<file path="config.mk">
export PLATFORM = sky130hd
export DESIGN_NAME = servo_pulse_ramp_generator_top_flat
export DESIGN_NICKNAME = d
export VERILOG_FILES = /design/src/hw/rtl/spr_pkg.sv /design/src/hw/rtl/spr_if.sv /design/src/hw/rtl/spr_pulse_calc.sv /design/src/hw/rtl/spr_servo_core.sv /design/src/hw/rtl/servo_pulse_ramp_generator_top.sv /design/src/flat_wrapper.sv
export SDC_FILE = /design/constraint.sdc
export NUM_CORES = 1
export LEC_CHECK = 0
export BUFFER_PORTS_ARGS = -buffer_cell sky130_fd_sc_hd__buf_4
export CAP_MARGIN = 10
export CORE_MARGIN = 1
export CORE_UTILIZATION = 45
export DETAILED_ROUTE_END_ITERATION = 8
export GPL_TIMING_DRIVEN = 0
export PLACE_DENSITY = 0.69
export SLEW_MARGIN = 25
export SYNTH_ARGS = -nofsm -noshare
export SYNTH_HDL_FRONTEND = slang
export SYNTH_HIERARCHICAL = 1
export SYNTH_SLANG_ARGS = --single-unit
</file>
<file path="constraint.sdc">
create_clock -name clock -period 20 [get_ports clock]
set_input_delay 3 -clock clock [delete_from_list [all_inputs] [get_ports clock]]
set_output_delay 3 -clock clock [all_outputs]
set_load 0.02 [all_outputs]
</file>
<file path="src/hw/rtl/spr_pkg.sv">
// Shared types and constants for the servo pulse ramp generator.
package spr_pkg;

   localparam int unsigned ANGLE_W  = 8;
   localparam int unsigned PULSE_W  = 13;
   localparam int unsigned FLEN_W   = 17;
   localparam int unsigned TICK_W   = 21;
   localparam int unsigned GAP_W    = 20;
   localparam int unsigned FRAMES_W = 6;
   localparam int unsigned CSR_IDX_W  = 3;
   localparam int unsigned CSR_DATA_W = 16;

   localparam logic [ANGLE_W-1:0] MAX_ANGLE = 8'd180;

   localparam logic KIND_TICK = 1'b0;
   localparam logic KIND_MOVE = 1'b1;

   // Scaled reciprocal: angle * 1000 / 90 equals (angle * RECIP_SCALE) >> 16
   // exactly for every angle from 0 to 180.
   localparam logic [19:0] RECIP_SCALE = 20'd728200;

   localparam logic [CSR_IDX_W-1:0] CSR_FRAME_PERIOD = 3'd0;
   localparam logic [CSR_IDX_W-1:0] CSR_MIN_PULSE    = 3'd1;
   localparam logic [CSR_IDX_W-1:0] CSR_STEP_DEGREES = 3'd2;
   localparam logic [CSR_IDX_W-1:0] CSR_FAST_REPEAT  = 3'd3;
   localparam logic [CSR_IDX_W-1:0] CSR_TICKS_PER_MS = 3'd4;

   localparam logic [15:0] RST_FRAME_PERIOD = 16'd20000;
   localparam logic [11:0] RST_MIN_PULSE    = 12'd600;
   localparam logic [7:0]  RST_STEP_DEGREES = 8'd3;
   localparam logic [5:0]  RST_FAST_REPEAT  = 6'd50;
   localparam logic [11:0] RST_TICKS_PER_MS = 12'd1000;

   typedef enum logic [2:0] {
      PH_IDLE  = 3'b001,
      PH_FRAME = 3'b010,
      PH_GAP   = 3'b100
   } phase_type;

   typedef struct packed {
      logic [15:0] frame_period_us;
      logic [11:0] min_pulse_us;
      logic [7:0]  step_degrees;
      logic [5:0]  fast_repeat;
      logic [11:0] ticks_per_ms;
   } cfg_type;

   typedef struct packed {
      logic               kind;
      logic signed [15:0] aim_angle;
      logic               fast_mode;
      logic [7:0]         pause_ms;
   } req_word_type;

   typedef struct packed {
      logic               pin_level;
      logic               busy_res;
      logic [ANGLE_W-1:0] angle_now;
      logic               accepted;
   } rsp_word_type;

endpackage

</file>
<file path="src/hw/rtl/spr_if.sv">
// Handshake channel interfaces for request and response words.
interface spr_req_if;
   logic               valid;
   logic               ready;
   logic               kind;
   logic signed [15:0] aim_angle;
   logic               fast_mode;
   logic [7:0]         pause_ms;

   modport source (output valid, output kind, output aim_angle, output fast_mode,
                   output pause_ms, input ready);
   modport sink   (input valid, input kind, input aim_angle, input fast_mode,
                   input pause_ms, output ready);
endinterface

interface spr_rsp_if;
   logic       valid;
   logic       ready;
   logic       pin_level;
   logic       busy_res;
   logic [7:0] angle_now;
   logic       accepted;

   modport source (output valid, output pin_level, output busy_res, output angle_now,
                   output accepted, input ready);
   modport sink   (input valid, input pin_level, input busy_res, input angle_now,
                   input accepted, output ready);
endinterface

</file>
<file path="src/hw/rtl/spr_pulse_calc.sv">
// Pulse width and frame length for the angle of the current frame.
module spr_pulse_calc
   import spr_pkg::*;
(
   input  logic [ANGLE_W-1:0] angle,
   input  cfg_type            cfg,
   output logic [PULSE_W-1:0] pulse,
   output logic [FLEN_W-1:0]  frame_len
);

   logic [27:0]          scaled;
   logic [10:0]          offset;
   logic [FLEN_W-1:0]    pulse_ext;
   logic [FLEN_W-1:0]    period_ext;
   logic [FLEN_W-1:0]    longest;

   assign scaled     = 28'(angle) * 28'(RECIP_SCALE);
   assign offset     = scaled[26:16];
   assign pulse      = PULSE_W'(cfg.min_pulse_us) + PULSE_W'(offset);
   assign pulse_ext  = FLEN_W'(pulse);
   assign period_ext = FLEN_W'(cfg.frame_period_us);
   assign longest    = (period_ext > pulse_ext) ? period_ext : pulse_ext;
   assign frame_len  = (longest == '0) ? FLEN_W'(1) : longest;

endmodule

</file>
<file path="src/hw/rtl/spr_servo_core.sv">
// Move state, frame timing and ramp stepping for one word per cycle while fire is high.
module spr_servo_core
   import spr_pkg::*;
(
   input  logic         clock,
   input  logic         reset,
   input  logic         fire,
   input  req_word_type word,
   input  cfg_type      cfg,
   output rsp_word_type result
);

   phase_type             phase_ff, phase_in;
   logic [ANGLE_W-1:0]    position_ff, position_in;
   logic [ANGLE_W-1:0]    ramp_ff, ramp_in;
   logic [ANGLE_W-1:0]    goal_ff, goal_in;
   logic                  moving_up_ff, moving_up_in;
   logic                  jump_ff, jump_in;
   logic [TICK_W-1:0]     tick_ff, tick_in;
   logic [FRAMES_W-1:0]   frames_ff, frames_in;
   logic [7:0]            gap_ff, gap_in;

   logic [PULSE_W-1:0]    pulse;
   logic [FLEN_W-1:0]     frame_len;
   logic [GAP_W-1:0]      gap_len;
   logic [ANGLE_W-1:0]    step;
   logic [ANGLE_W:0]      up_next;
   logic                  step_ok;
   logic [ANGLE_W-1:0]    step_angle;
   logic [TICK_W-1:0]     tick_inc;
   logic [ANGLE_W-1:0]    clamped;
   logic [FRAMES_W-1:0]   frames_dec;
   logic                  busy;
   logic                  busy_after;

   spr_pulse_calc u_pulse (
      .angle     (ramp_ff),
      .cfg       (cfg),
      .pulse     (pulse),
      .frame_len (frame_len)
   );

   assign busy       = (phase_ff != PH_IDLE);
   assign step       = (cfg.step_degrees == '0) ? ANGLE_W'(1) : cfg.step_degrees;
   assign up_next    = {1'b0, ramp_ff} + {1'b0, step};
   assign tick_inc   = tick_ff + TICK_W'(1);
   assign frames_dec = frames_ff - FRAMES_W'(1);
   assign gap_len    = GAP_W'(gap_ff) * GAP_W'(cfg.ticks_per_ms);

   always_comb begin
      if (moving_up_ff) begin
         step_ok    = (up_next <= {1'b0, goal_ff});
         step_angle = up_next[ANGLE_W-1:0];
      end else begin
         step_ok    = (ramp_ff >= step) && ((ramp_ff - step) >= goal_ff);
         step_angle = ramp_ff - step;
      end
   end

   always_comb begin
      if (word.aim_angle[15]) begin
         clamped = '0;
      end else if (word.aim_angle > 16'sd180) begin
         clamped = MAX_ANGLE;
      end else begin
         clamped = word.aim_angle[ANGLE_W-1:0];
      end
   end

   always_comb begin
      phase_in     = phase_ff;
      position_in  = position_ff;
      ramp_in      = ramp_ff;
      goal_in      = goal_ff;
      moving_up_in = moving_up_ff;
      jump_in      = jump_ff;
      tick_in      = tick_ff;
      frames_in    = frames_ff;
      gap_in       = gap_ff;
      result       = '0;
      busy_after   = 1'b0;

      if (word.kind == KIND_MOVE) begin
         if (!busy) begin
            goal_in  = clamped;
            jump_in  = word.fast_mode;
            gap_in   = word.pause_ms;
            tick_in  = '0;
            phase_in = PH_FRAME;
            if (word.fast_mode) begin
               ramp_in      = clamped;
               frames_in    = (cfg.fast_repeat == '0) ? FRAMES_W'(1) : cfg.fast_repeat;
               moving_up_in = 1'b0;
            end else begin
               ramp_in      = position_ff;
               moving_up_in = (clamped > position_ff);
               frames_in    = '0;
            end
            result.accepted = 1'b1;
         end
         busy_after       = (phase_in != PH_IDLE);
         result.busy_res  = busy_after;
         result.angle_now = busy_after ? ramp_in : position_ff;
      end else if (!busy) begin
         result.angle_now = position_ff;
      end else begin
         result.busy_res  = 1'b1;
         result.angle_now = ramp_ff;
         tick_in          = tick_inc;
         if (phase_ff == PH_FRAME) begin
            result.pin_level = (tick_ff < TICK_W'(pulse));
            if (tick_inc >= TICK_W'(frame_len)) begin
               tick_in = '0;
               if (jump_ff) begin
                  frames_in = frames_dec;
                  if (frames_dec == '0) begin
                     position_in = goal_ff;
                     phase_in    = PH_IDLE;
                  end
               end else if (gap_len != '0) begin
                  phase_in = PH_GAP;
               end else if (step_ok) begin
                  ramp_in  = step_angle;
                  phase_in = PH_FRAME;
               end else begin
                  position_in = goal_ff;
                  phase_in    = PH_IDLE;
                  frames_in   = '0;
               end
            end
         end else if (tick_inc >= TICK_W'(gap_len)) begin
            tick_in = '0;
            if (step_ok) begin
               ramp_in  = step_angle;
               phase_in = PH_FRAME;
            end else begin
               position_in = goal_ff;
               phase_in    = PH_IDLE;
               frames_in   = '0;
            end
         end
      end
   end

   always_ff @(posedge clock) begin
      if (reset) begin
         phase_ff     <= PH_IDLE;
         position_ff  <= '0;
         ramp_ff      <= '0;
         goal_ff      <= '0;
         moving_up_ff <= 1'b0;
         jump_ff      <= 1'b0;
         tick_ff      <= '0;
         frames_ff    <= '0;
         gap_ff       <= '0;
      end else if (fire) begin
         phase_ff     <= phase_in;
         position_ff  <= position_in;
         ramp_ff      <= ramp_in;
         goal_ff      <= goal_in;
         moving_up_ff <= moving_up_in;
         jump_ff      <= jump_in;
         tick_ff      <= tick_in;
         frames_ff    <= frames_in;
         gap_ff       <= gap_in;
      end
   end

endmodule

</file>
<file path="src/hw/rtl/servo_pulse_ramp_generator_top.sv">
// Each request word passes the input register and then the response register.
// One request word per cycle while no waiting response stalls the single-pass core.
// An input register and a response register let a new word enter while a result waits.
// Reset clears the move state and the valid flags and loads the config defaults.
// Top level of the servo pulse ramp generator.
module servo_pulse_ramp_generator_top
   import spr_pkg::*;
(
   input  logic                  clock,
   input  logic                  reset,
   spr_req_if.sink               req_chan,
   spr_rsp_if.source             rsp_chan,
   input  logic                  csr_we,
   input  logic [CSR_IDX_W-1:0]  csr_index,
   input  logic [CSR_DATA_W-1:0] csr_wdata
);

   cfg_type      cfg_ff;
   logic         in_valid_ff;
   req_word_type in_word_ff;
   logic         out_valid_ff;
   rsp_word_type out_word_ff;
   rsp_word_type result;
   logic         advance;

   assign advance        = in_valid_ff && (!out_valid_ff || rsp_chan.ready);
   assign req_chan.ready = !in_valid_ff || advance;

   always_ff @(posedge clock) begin
      if (reset) begin
         cfg_ff.frame_period_us <= RST_FRAME_PERIOD;
         cfg_ff.min_pulse_us    <= RST_MIN_PULSE;
         cfg_ff.step_degrees    <= RST_STEP_DEGREES;
         cfg_ff.fast_repeat     <= RST_FAST_REPEAT;
         cfg_ff.ticks_per_ms    <= RST_TICKS_PER_MS;
      end else if (csr_we) begin
         unique case (csr_index)
            CSR_FRAME_PERIOD: cfg_ff.frame_period_us <= csr_wdata;
            CSR_MIN_PULSE:    cfg_ff.min_pulse_us    <= csr_wdata[11:0];
            CSR_STEP_DEGREES: cfg_ff.step_degrees    <= csr_wdata[7:0];
            CSR_FAST_REPEAT:  cfg_ff.fast_repeat     <= csr_wdata[5:0];
            CSR_TICKS_PER_MS: cfg_ff.ticks_per_ms    <= csr_wdata[11:0];
            default: ;
         endcase
      end
   end

   always_ff @(posedge clock) begin
      if (reset) begin
         in_valid_ff <= 1'b0;
      end else if (req_chan.ready) begin
         in_valid_ff <= req_chan.valid;
      end
   end

   always_ff @(posedge clock) begin
      if (req_chan.ready && req_chan.valid) begin
         in_word_ff.kind      <= req_chan.kind;
         in_word_ff.aim_angle <= req_chan.aim_angle;
         in_word_ff.fast_mode <= req_chan.fast_mode;
         in_word_ff.pause_ms  <= req_chan.pause_ms;
      end
   end

   spr_servo_core u_core (
      .clock  (clock),
      .reset  (reset),
      .fire   (advance),
      .word   (in_word_ff),
      .cfg    (cfg_ff),
      .result (result)
   );

   always_ff @(posedge clock) begin
      if (reset) begin
         out_valid_ff <= 1'b0;
      end else if (advance) begin
         out_valid_ff <= 1'b1;
      end else if (rsp_chan.ready) begin
         out_valid_ff <= 1'b0;
      end
   end

   always_ff @(posedge clock) begin
      if (advance) begin
         out_word_ff <= result;
      end
   end

   assign rsp_chan.valid     = out_valid_ff;
   assign rsp_chan.pin_level = out_word_ff.pin_level;
   assign rsp_chan.busy_res  = out_word_ff.busy_res;
   assign rsp_chan.angle_now = out_word_ff.angle_now;
   assign rsp_chan.accepted  = out_word_ff.accepted;

endmodule

</file>
<file path="src/flat_wrapper.sv">
// flat-port wrapper written by rule: the top's interface ports become plain ports
module servo_pulse_ramp_generator_top_flat import spr_pkg::*;
  (clock, reset, csr_we, csr_index, csr_wdata, req_chan_valid, req_chan_kind, req_chan_aim_angle, req_chan_fast_mode, req_chan_pause_ms, req_chan_ready, rsp_chan_valid, rsp_chan_pin_level, rsp_chan_busy_res, rsp_chan_angle_now, rsp_chan_accepted, rsp_chan_ready);
  spr_req_if req_chan_i ();
  spr_rsp_if rsp_chan_i ();
  input  logic clock;
  input  logic reset;
  input  logic csr_we;
  input  logic [CSR_IDX_W-1:0] csr_index;
  input  logic [CSR_DATA_W-1:0] csr_wdata;
  input wire logic [$bits(req_chan_i.valid)-1:0] req_chan_valid;
  input wire logic [$bits(req_chan_i.kind)-1:0] req_chan_kind;
  input wire logic [$bits(req_chan_i.aim_angle)-1:0] req_chan_aim_angle;
  input wire logic [$bits(req_chan_i.fast_mode)-1:0] req_chan_fast_mode;
  input wire logic [$bits(req_chan_i.pause_ms)-1:0] req_chan_pause_ms;
  output wire logic [$bits(req_chan_i.ready)-1:0] req_chan_ready;
  output wire logic [$bits(rsp_chan_i.valid)-1:0] rsp_chan_valid;
  output wire logic [$bits(rsp_chan_i.pin_level)-1:0] rsp_chan_pin_level;
  output wire logic [$bits(rsp_chan_i.busy_res)-1:0] rsp_chan_busy_res;
  output wire logic [$bits(rsp_chan_i.angle_now)-1:0] rsp_chan_angle_now;
  output wire logic [$bits(rsp_chan_i.accepted)-1:0] rsp_chan_accepted;
  input wire logic [$bits(rsp_chan_i.ready)-1:0] rsp_chan_ready;
  assign req_chan_i.valid = req_chan_valid;
  assign req_chan_i.kind = req_chan_kind;
  assign req_chan_i.aim_angle = req_chan_aim_angle;
  assign req_chan_i.fast_mode = req_chan_fast_mode;
  assign req_chan_i.pause_ms = req_chan_pause_ms;
  assign req_chan_ready = req_chan_i.ready;
  assign rsp_chan_valid = rsp_chan_i.valid;
  assign rsp_chan_pin_level = rsp_chan_i.pin_level;
  assign rsp_chan_busy_res = rsp_chan_i.busy_res;
  assign rsp_chan_angle_now = rsp_chan_i.angle_now;
  assign rsp_chan_accepted = rsp_chan_i.accepted;
  assign rsp_chan_i.ready = rsp_chan_ready;
  servo_pulse_ramp_generator_top u_core (.clock(clock), .reset(reset), .req_chan(req_chan_i), .rsp_chan(rsp_chan_i), .csr_we(csr_we), .csr_index(csr_index), .csr_wdata(csr_wdata));
endmodule
</file>
==> flow_metrics.py <==
metrics = {
    "critical_path": {
        "worst_ep_arrival_time_ns": 11.57,
        "path_common_cell": "sky130_fd_sc_hd__ha_1",
        "longest_individual_stage_delay_on_the_worst_path_ns": 0.88,
        "critPathLaunchType": "flop",
        "critPathRequiredTime_ns": 20.36,
        "crit_slowest_cell": "sky130_fd_sc_hd__a2111oi_0",
        "setup.reg_to_reg.worst_slack_ns": 8.79,
        "cp-end-kind": "flop",
        "timing.setup.critical_path_class": "reg -> reg",
        "critical_path_peak_fanout": 11,
    },
    "synthesis": {
        "share_of_synthesized_flip_flops_with_an_asynchronous_set_or_reset": 0,
        "syn_area_um2": 15500,
        "syn_area_per_cell_um2": 8.69,
        "yosysWarnings": 6,
        "synth_cells": 1782,
        "post_synth_num_cell_types": 90,
        "number_of_synthesized_register_bits": 157,
        "synth_top_cell_by_area": "sky130_fd_sc_hd__ha_1",
        "synth_sequential_area_ratio": 0.227,
        "synth_fp_nets": 2130,
        "dominantRegCellSynth": "sky130_fd_sc_hd__dfxtp_1",
        "share_of_yosys_cell_area_claimed_by_the_top_area_cell_type": 0.174,
        "ys_top_cells_by_area": "sky130_fd_sc_hd__ha_1 17%, sky130_fd_sc_hd__dfxtp_1 16%, sky130_fd_sc_hd__fa_1 11%",
        "synth_edf_count": 37,
    },
    "floorplan": {
        "floorplan.rows": 67,
        "initial_core_util": 0.460,
        "core_um2": 33700,
        "die_width_um": 188,
        "die_y_um": 188,
        "top_level_ports": 63,
        "die-area_um2": 35200,
    },
    "drt": {
        "drc": 0,
        "vias": 12800,
        "ant_nets": 0,
        "firstDrtPassIters": 6,
        "post_drt_via_cell_ratio": 5.51,
        "post_drt_wl_per_cell_um": 17.3,
        "route.final.wire_length_mm": 40.2,
        "drt_iter0_markers": 808,
    },
    "pwr": {
        "power.density_nw_per_um2": 51.1,
        "leakage_nw": 7.71,
        "p_sw_frac": 0.331,
        "pwr-share-clk": 0.344,
        "power.share.sequential": 0.398,
        "switching_power_mw": 0.288,
        "power.internal_mw": 0.582,
        "power.share.combinational": 0.258,
        "vdd.ir_drop.worst_uv": 50.5,
    },
    "global_routing": {
        "antenna_violations_before_repair": 0,
        "grt_overflow": 0,
        "global_route.usage.total": 0.232,
        "number_of_global_route_vias_before_repair": 12900,
        "grt_pass1_wl_mm": 65.2,
        "pin_count_of_the_biggest_net_entering_global_routing": 27,
    },
    "timing": {
        "final.period_utilization": 0.561,
        "timing.max_slew.rel_slack": 0.356,
        "layout_setup_ws_ns": 8.79,
        "rsz0062_at_grt": "false",
        "final_setup_skew_ns": 0.0110,
        "fin_crit_ns": 11.21,
        "final_max_slew_viol_count": 0,
        "fin_tns_setup_ns": 0,
        "fin_hold_ws_ns": 0.471,
        "timing.final.hold_violations": 0,
        "worstMarginPinSlew_ns": 0.942,
        "final-setup-viol-count": 0,
        "clock.fmax_mhz": 89.2,
    },
    "clock_network": {
        "count_of_instances_resized_after_the_clock_tree_is_built": 0,
        "cts.path.max_buffers": 2,
        "clock_insertion_delay_worst_skew_ns": 0.44,
        "cts.root.buffer_cell": "sky130_fd_sc_hd__clkbuf_16",
        "cts.clk_slew.worst_paths_ns": 0.07,
        "cts_sinks": 157,
        "cts_htree_levels": 4,
        "tritoncts.num_buffers": 17,
        "clock_tree_from_tritoncts": "done",
        "cts_hold_repair.buffers": 0,
        "post_cts_buffers": 0,
    },
    "layout": {
        "fillerInstances": 3270,
        "postLayoutCoreUtil": 0.505,
        "multiInputGateArea_um2": 10900,
        "layout.cells.non_filler": 2321,
        "area_delta_synth_final_pct": 9.87,
        "seq_area_um2": 3510,
        "antennaDiodeCount": 0,
        "layout.nets": 2208,
        "post_route_cells_drive_above_1_share": 0.0763,
    },
    "place": {
        "place.port_buffers": 59,
        "dpl.hpwl_mm": 32.2,
        "dp_slack_ns": 8.96,
        "place_congestion": 0.934,
        "placed_cells_incl_taps": 2289,
    },
    "hold_path": {
        "min-delay-path-class": "reg -> reg",
    },
    "run": {
        "max_cap_viol_count": 0,
    },
    "status": {
        "status": "complete, no violations",
    },
}
[state kept, by name (all words and copies together), names as in the netlist, 3 cells and up]
register	cells
u_core/u_core/phase_ff	3
u_core/cfg_ff	54
u_core/rsp_chan.angle_now	8
u_core/u_core/tick_ff	21
u_core/u_core/goal_ff	8
u_core/u_core/ramp_ff	8
u_core/u_core/position_ff	8
u_core/in_word_ff	26
u_core/u_core/frames_ff	6
u_core/u_core/gap_ff	8
[cells by family after synthesis]
| family | Yosys count | synth area share |
|---|---|---|
| AOI/OAI and AO/OA | 305 | 0.130 |
| DFF | 157 | 0.227 |
| muxes | 86 | 0.0565 |
| adders and majority gates | 298 | 0.281 |
| and+or+nand+nor | 580 | 0.194 |
| buffers and inverters | 284 | 0.0715 |
| other | 1 | 0.000242 |
| xor gates and xnor gates | 71 | 0.0406 |
[final timing paths]
check                            from                      endpoint  cells after the start
min                u_core/in_valid_ff         u_core/rsp_chan.valid                      2
max          u_core/u_core/ramp_ff[4]  u_core/u_core/position_ff[2]                     42
min reg2reg        u_core/in_valid_ff         u_core/rsp_chan.valid                      2
max reg2reg  u_core/u_core/ramp_ff[4]  u_core/u_core/position_ff[2]                     42
[metal layers]
layer | up-vias | GRT usage | part of all wire
met1 | 6214 | 0.292 | 0.44
li1 | 6241 | - | -
met5 | - | 0 | 0
met2 | 265 | 0.403 | 0.50
met4 | 0 | 0.0929 | 0.030
met3 | 73 | 0.0268 | 0.035
[cells in the mapped netlist, types with 43 or more instances]
library cell               number
sky130_fd_sc_hd__inv_1        208
sky130_fd_sc_hd__fa_1          83
sky130_fd_sc_hd__mux2i_1       74
sky130_fd_sc_hd__xnor2_1       43
sky130_fd_sc_hd__clkbuf_1      58
sky130_fd_sc_hd__nand2_1      159
sky130_fd_sc_hd__nor2_1       117
sky130_fd_sc_hd__nand2b_1      85
sky130_fd_sc_hd__a21oi_1      112
sky130_fd_sc_hd__and2_1        54
sky130_fd_sc_hd__dfxtp_1      120
sky130_fd_sc_hd__ha_1         215
[worst max-delay path: cells and delay by family (launching register included)]
| family | cells | cell delay, ns |
|---|---|---|
| AO/OA/AOI/OAI | 15 | 3.93 |
| XOR/XNOR | 2 | 0.47 |
| adder cells (fa/ha/maj) | 8 | 2.87 |
| buffers and inverters | 6 | 0.97 |
| flip-flops | 1 | 0.75 |
| multiplexers | 1 | 0.28 |
| AND/OR/NAND/NOR | 10 | 1.85 |
[metrics by stage]
stage               total power, mW  instance area (µm²)
floorplan                     0.508                15500
global placement              0.570                16500
detailed placement            0.575                16500
CTS                           0.874                17000
global route                  0.915                17000
finish                        0.870                17000
[power groups by stage]
stage | Combinational (mW) | Clock [mW] | Sequential (mW)
after floorplan | 0.157 | 0 | 0.351
after global placement | 0.217 | 0 | 0.353
after detailed placement | 0.221 | 0 | 0.353
after CTS | 0.224 | 0.304 | 0.346
after global routing | 0.251 | 0.317 | 0.347
final | 0.225 | 0.299 | 0.346
[placed cells by master, fill, tap and decap left out, types with 11 or more instances in the layout]
cell	n
sky130_fd_sc_hd__edfxtp_1	37
sky130_fd_sc_hd__o21ai_1	11
sky130_fd_sc_hd__xor2_1	27
sky130_fd_sc_hd__clkbuf_16	17
sky130_fd_sc_hd__nand2_1	159
sky130_fd_sc_hd__nor2b_1	16
sky130_fd_sc_hd__nand3_1	39
sky130_fd_sc_hd__o21ai_0	42
sky130_fd_sc_hd__buf_4	61
sky130_fd_sc_hd__dfxtp_1	120
sky130_fd_sc_hd__fa_1	83
sky130_fd_sc_hd__nor2_1	117
sky130_fd_sc_hd__nand2b_1	85
sky130_fd_sc_hd__xnor2_1	43
sky130_fd_sc_hd__inv_1	208
sky130_fd_sc_hd__mux2i_1	74
sky130_fd_sc_hd__and2_1	53
sky130_fd_sc_hd__ha_1	215
sky130_fd_sc_hd__a211oi_1	13
sky130_fd_sc_hd__nand4_1	22
sky130_fd_sc_hd__a21oi_1	112
sky130_fd_sc_hd__a31oi_1	13
sky130_fd_sc_hd__nor3_1	24
sky130_fd_sc_hd__a21o_1	29
sky130_fd_sc_hd__clkbuf_1	59
[layout make-up]
cell class              instances  share of cell area
inverters                     211              0.0465
well taps                     448              0.0329
multi-input cells            1341               0.639
clock buffers                  18              0.0252
clock inverters                14             0.00559
plain buffers                  73              0.0185
repair buffers                 59              0.0260
flip-flops and latches        157               0.206
No activity file was read; power rests on OpenSTA's default activity.
